==> src/rtl/thrq_pkg.sv <==
// ----------------------------------------------------------------------------
// thrq_pkg
// Shared types, codes and arithmetic helpers of the terrain height ray query.
// ----------------------------------------------------------------------------
package thrq_pkg;

	// operation codes of a request
	localparam logic [1:0] OP_CLEAR = 2'd0;
	localparam logic [1:0] OP_LOAD  = 2'd1;
	localparam logic [1:0] OP_QUERY = 2'd2;

	// register indexes on the configuration port
	localparam logic [1:0] REG_START   = 2'd0;
	localparam logic [1:0] REG_MAXDIST = 2'd1;
	localparam logic [1:0] REG_DETTHR  = 2'd2;
	localparam int unsigned ADDR_W = 4;

	// datapath widths
	localparam int unsigned EDGE_W = 33;   // vertex differences
	localparam int unsigned PROD_W = 66;   // edge products, det, u, v, cross terms
	localparam int unsigned TSUM_W = 100;  // scaled distance numerator
	localparam int unsigned REM_W  = 96;   // divider remainder
	localparam int unsigned DIV_W  = 65;   // divider operand, |det|
	localparam int unsigned QUO_W  = 31;   // unsigned Q15.16 distance

	// reset values of the registers
	localparam logic signed [31:0] START_RST = 32'sd65536000;
	localparam logic [30:0] MAXDIST_RST      = 31'd131072000;
	localparam logic [30:0] DETTHR_RST       = 31'd1;

	typedef logic signed [31:0] coord_t;

	typedef struct packed {
		coord_t x0; coord_t y0; coord_t z0;
		coord_t x1; coord_t y1; coord_t z1;
		coord_t x2; coord_t y2; coord_t z2;
	} tri_t;

	typedef struct packed {
		coord_t min_x;
		coord_t max_x;
		coord_t min_z;
		coord_t max_z;
	} bnd_t;

	typedef struct packed {
		logic signed [31:0] start_height;
		logic [30:0]        max_dist;
		logic [30:0]        det_thr;
	} cfg_t;

	// pipeline slot: a live triangle, and the end-of-walk marker
	typedef struct packed {
		logic vld;
		logic last;
	} tag_t;

	function automatic logic signed [EDGE_W-1:0] sext33(input logic signed [31:0] v);
		sext33 = {v[31], v};
	endfunction

	function automatic logic signed [PROD_W-1:0] mul33(input logic signed [EDGE_W-1:0] a,
	                                                   input logic signed [EDGE_W-1:0] b);
		mul33 = PROD_W'(a) * PROD_W'(b);
	endfunction

	// signed by unsigned partial product
	function automatic logic signed [PROD_W-1:0] mulsu(input logic signed [EDGE_W-1:0] a,
	                                                   input logic [EDGE_W-1:0] b);
		mulsu = PROD_W'(a) * $signed({33'd0, b});
	endfunction

endpackage

==> src/rtl/thrq_apb_regs.sv <==
// ----------------------------------------------------------------------------
// thrq_apb_regs
// Configuration registers behind an APB-style port.
// ----------------------------------------------------------------------------
module thrq_apb_regs (
	input  logic                        clk,
	input  logic                        arst_n,
	input  logic                        psel,
	input  logic                        penable,
	input  logic                        pwrite,
	input  logic [thrq_pkg::ADDR_W-1:0] paddr,
	input  logic [31:0]                 pwdata,
	output logic [31:0]                 prdata,
	output logic                        pready,
	output thrq_pkg::cfg_t              cfg
);
	import thrq_pkg::*;

	cfg_t cfg_q;
	logic wr_en;

	assign pready = 1'b1;
	assign wr_en  = psel && penable && pwrite;

	// register writes
	always_ff @(posedge clk or negedge arst_n) begin
		if (!arst_n) begin
			cfg_q.start_height <= START_RST;
			cfg_q.max_dist     <= MAXDIST_RST;
			cfg_q.det_thr      <= DETTHR_RST;
		end else if (wr_en) begin
			case (paddr[3:2])
				REG_START:   cfg_q.start_height <= $signed(pwdata);
				REG_MAXDIST: cfg_q.max_dist     <= pwdata[30:0];
				REG_DETTHR:  cfg_q.det_thr      <= pwdata[30:0];
				default: ;
			endcase
		end
	end

	// read mux
	always_comb begin
		case (paddr[3:2])
			REG_START:   prdata = cfg_q.start_height;
			REG_MAXDIST: prdata = {1'b0, cfg_q.max_dist};
			REG_DETTHR:  prdata = {1'b0, cfg_q.det_thr};
			default:     prdata = '0;
		endcase
	end

	assign cfg = cfg_q;

endmodule

==> config.mk <==
export PLATFORM = sky130hd
export DESIGN_NAME = thrq_apb_regs
export DESIGN_NICKNAME = d
export VERILOG_FILES = /design/src/rtl/thrq_pkg.sv /design/src/rtl/thrq_apb_regs.sv
export SDC_FILE = /design/constraint.sdc
export NUM_CORES = 1
export LEC_CHECK = 0
export BUFFER_PORTS_ARGS = -buffer_cell sky130_fd_sc_hd__clkbuf_2
export CORE_UTILIZATION = 45
export CTS_CLUSTER_SIZE = 16
export DETAILED_ROUTE_END_ITERATION = 16
export GPL_ROUTABILITY_DRIVEN = 1
export PLACE_DENSITY_LB_ADDON = 0.15
export SLEW_MARGIN = 20
export SYNTH_ARGS = -nofsm -noshare
export SYNTH_HDL_FRONTEND = slang
export SYNTH_SLANG_ARGS = --single-unit
==> constraint.sdc <==
create_clock -name clk -period 1.2 [get_ports clk]
set_input_delay 0.12 -clock clk [delete_from_list [all_inputs] [get_ports clk]]
set_output_delay 0.12 -clock clk [all_outputs]
set_load 0.05 [all_outputs]
==> reports/results.env <==
CORE_AREA_UM2=9240
SYNTHDISTINCTLIBCELLS=18
SYNTH_WARNINGS=0
SETUP_VIOL=52
SLEW_HEADROOM_PCT=63.8
VIASPERCELL=5.30
CTS_TREE='built'
LAYOUT_COMMON_CELLS='sky130_fd_sc_hd__mux2_2, sky130_fd_sc_hd__clkbuf_2, sky130_fd_sc_hd__buf_8, sky130_fd_sc_hd__buf_6, sky130_fd_sc_hd__dfrtp_2'
NUM_IO_PINS=168
NETLIST_INSTANCES=309
DRTANTENNAVIOLNETS=0
FINAL_NET_COUNT=584
PLACE.DETAILED.HPWL_UM=7810
ANTENNA_CELLS=0
WORST_SLEW_PIN_SLEW_NS=0.543
VIAS=3586
VIOLATIONS_IN_THE_FINAL_REPORTS='setup timing'
MAXCAPVIOLATIONS=0
LAYOUT_SETUP_WS_NS=-0.241
CRIT_PATH_TIME_FINAL_NS=1.44
TIMING.CRITICAL_PATH.SLOWEST_CELL_DELAY_NS=0.57
MAXUSEDROUTINGLAYER='met4'
TOTAL_ROUTING_USAGE_GR_PCT=27.4
CRIT_TYPE='register to output pin'
CLOCK_POWER_SHARE_PCT=14.4
FIN_TOTAL_PWR_mW=17.0
FINAL_LAYOUT_SIZE_SUFFIX_GT1_SHARE_PCT=87.2
PORT_BUFFERS=164
N_FILL_CELL=379
WL_MET3_UM=677
SEQUENTIAL_AREA_UM2=2430
CLKTRANSATPATHREGS_NS=0.10
YOSYS_REGISTER_BITS=94
LEAKAGEPOWER_nW=3.62
WL_UM=14700
SYN_AREA_PER_CELL_UM2=13.9
LAYOUT_COMMONEST_CELL='sky130_fd_sc_hd__mux2_2'
FLOW.AREA_GROWTH_FROM_SYNTHESIS_PCT=88.6
FINAL_SLEW_VIOLATIONS=0
P_SWITCHING_mW=7.35
ROUTE.DETAILED.WL_PER_INST_UM=21.7
FIRST_ITER_VIOLATIONS=90
MAPPEDNETLISTAREA_UM2=4300
SLOWEST_STAGE_CELL_ON_THE_CRITICAL_PATH='sky130_fd_sc_hd__dfstp_2'
FLOORPLAN.INITIALDENSITY_PCT=46.5
DIE_WIDTH_UM=99.8
FINAL_CELL_AREA_UM2=8110
CTS_MAX_PATH_BUFFERS=2
CRIT_PATH_END_KIND='output pin'
GRT_SETUP_UNREPAIRED='yes'
CLOCK_LATENCY_NS=0.35
INTPOWER_mW=9.63
GR-TOTAL-OVERFLOW=0
MULTI_INPUT_COMB_AREA_UM2=2500
SEQPWRFRAC_PCT=29.1
DRC=0
LARGEST_REGISTER_FFS=94
DIE_AREA_UM2=9950
TRITONCTS.NUM_BUFFERS=9
CTS_ROOT_BUF='sky130_fd_sc_hd__clkbuf_8'
VDD_DROP_MAX_mV=1.29
FMAX_MHz=694
POWER.DENSITY_CELL_AREA_nW_PER_UM2=2090
SYNTH-SEQ-AREA-SHARE_PCT=55.1
CTS.SINKS=94
MIN_PATH_TYPE='input port to register'
GP_CONGESTION=0.732
TIMING.CRITICAL_PATH.FROM_TYPE='register'
POST-ROUTE-PERIOD-UTIL_PCT=120
P_COMB_SHARE_PCT=56.6
FIN_SETUP_TNS_NS=-6.40
DETAILEDROUTE.FIRSTPASSITERATIONCOUNT=4
HOLD_VIOLATIONS=0
MET2ROUTEDLENGTH_UM=8020
FP-ROW-COUNT=35
PATH_CELLS='mux2i_4 > o21ai_4 > buf_12'
PLACEMENT.CELL_AREA_UM2=5920
GRT_FIRST_PASS_WIRELENGTH_UM=20800
VIAS_IN_THE_FIRST_GLOBAL_ROUTE=3800
DRT-MET1-WL_UM=5570
PIN_COUNT_OF_THE_BIGGEST_NET_ENTERING_GLOBAL_ROUTING=54
STATUS='finished with violations'
WORST_EP_REQUIRED_NS=1.08
FINAL.SETUP_SKEW_NS=0
WORSTPATHARRIVAL_NS=1.32
CRIT_PATH_MAX_FO=2
CTS-HTREE-LEVELS=3
FLOORPLAN.DIE.HEIGHT_UM=99.8
ANTENNA_FOUND_INITIAL=0
POWER.SWITCHING_FRACTION_PCT=43.3
POSTSYNTHNETCOUNT=350
[per-stage QoR]
stage	setup WS, ns	std cells	hold slack [ns]	util, %
floorplan	-0.114	309	-0.176	-
global placement	-0.234	605	0.119	64.1
detailed placement	-0.260	605	0.118	64.1
CTS	-0.258	666	0.00446	82.5
global route	-0.297	677	0.00450	87.8
finish	-0.241	677	0.0164	87.8
[repair_timing]
item                       4_1_cts  5_1_grt
gates resized for setup        221      163
gates cloned                     0        0
setup endpoints to repair       45      100
hold endpoints to repair        90        0
pin swaps                       14        9
setup buffers                   43       17
hold buffers                     2        0
[cell families after synthesis]
group                  Yosys count  share of synthesized area (%)
buffers and inverters           21                           2.91
muxes                          125                           34.4
AOI/OAI and AO/OA               31                           3.61
DFF                             94                           55.1
and+or+nand+nor                 37                           3.87
other                            1                         0.0872
[path summary, 6_finish.rpt]
path,start,endpoint,slack (ns),depth (start not counted)
setup / recovery,cfg[85]$_DFFE_PN1P_,prdata[23],-0.24,3
hold / removal,pwdata[2],cfg[33]$_DFFE_PN0P_,0.02,2
setup reg to reg,cfg[9]$_DFFE_PN0P_,cfg[9]$_DFFE_PN0P_,0.15,3
hold reg to reg,cfg[33]$_DFFE_PN0P_,cfg[33]$_DFFE_PN0P_,0.53,1
max in group asynchronous,arst_n,cfg[54]$_DFFE_PN1P_,0.58,3
min in group asynchronous,arst_n,cfg[66]$_DFFE_PN0P_,0.28,3
[power groups by stage]
stage,clock network (mW),logic (mW),registers [mW]
after floorplan,0,2.31,7.27
after global placement,0,6.33,4.71
after detailed placement,0,6.40,4.75
after CTS,2.45,8.65,4.74
after global routing,2.62,9.89,5.01
final,2.44,9.60,4.93
[cells in the mapped netlist]
cell	instances	share of area, %
sky130_fd_sc_hd__dfrtp_1	81	47
sky130_fd_sc_hd__mux2_2	60	16
sky130_fd_sc_hd__mux2i_1	31	7.2
sky130_fd_sc_hd__nand2_1	31	2.7
sky130_fd_sc_hd__o21ai_0	31	3.6
sky130_fd_sc_hd__mux2_4	30	10
sky130_fd_sc_hd__dfstp_2	13	7.9
sky130_fd_sc_hd__buf_2	10	1.2
sky130_fd_sc_hd__clkbuf_1	6	0.52
sky130_fd_sc_hd__buf_6	4	1.0
sky130_fd_sc_hd__mux2_1	4	1.0
sky130_fd_sc_hd__nor3b_2	2	0.58
sky130_fd_sc_hd__buf_4	1	0.17
sky130_fd_sc_hd__conb_1	1	0.087
sky130_fd_sc_hd__nand3_1	1	0.12
sky130_fd_sc_hd__nor2b_1	1	0.15
sky130_fd_sc_hd__nor3b_1	1	0.17
sky130_fd_sc_hd__or3_1	1	0.15
[routing by layer]
| metal | track usage (%) | up-vias |
|---|---|---|
| li1 | - | 1568 |
| met1 | 33.1 | 1852 |
| met2 | 49.1 | 135 |
| met3 | 5.90 | 31 |
| met4 | 8.14 | 0 |
| met5 | 0 | - |
[area by class of cell]
| class | count | share of cell area [%] |
|---|---|---|
| Sequential cell | 94 | 30.0 |
| Clock buffer | 10 | 1.70 |
| Clock inverter | 6 | 1.13 |
| Timing Repair Buffer | 244 | 34.4 |
| Tap cell | 129 | 1.99 |
| Multi-Input combinational cell | 194 | 30.8 |
[worst max-delay path, delay by kind of cell (launching register included)]
| kind | cells | cell delay [ns] |
|---|---|---|
| mux | 1 | 0.07 |
| compound gates | 1 | 0.18 |
| flops | 1 | 0.57 |
| buf+inv | 1 | 0.16 |
Note: power is estimated with default switching activity, not from simulation.
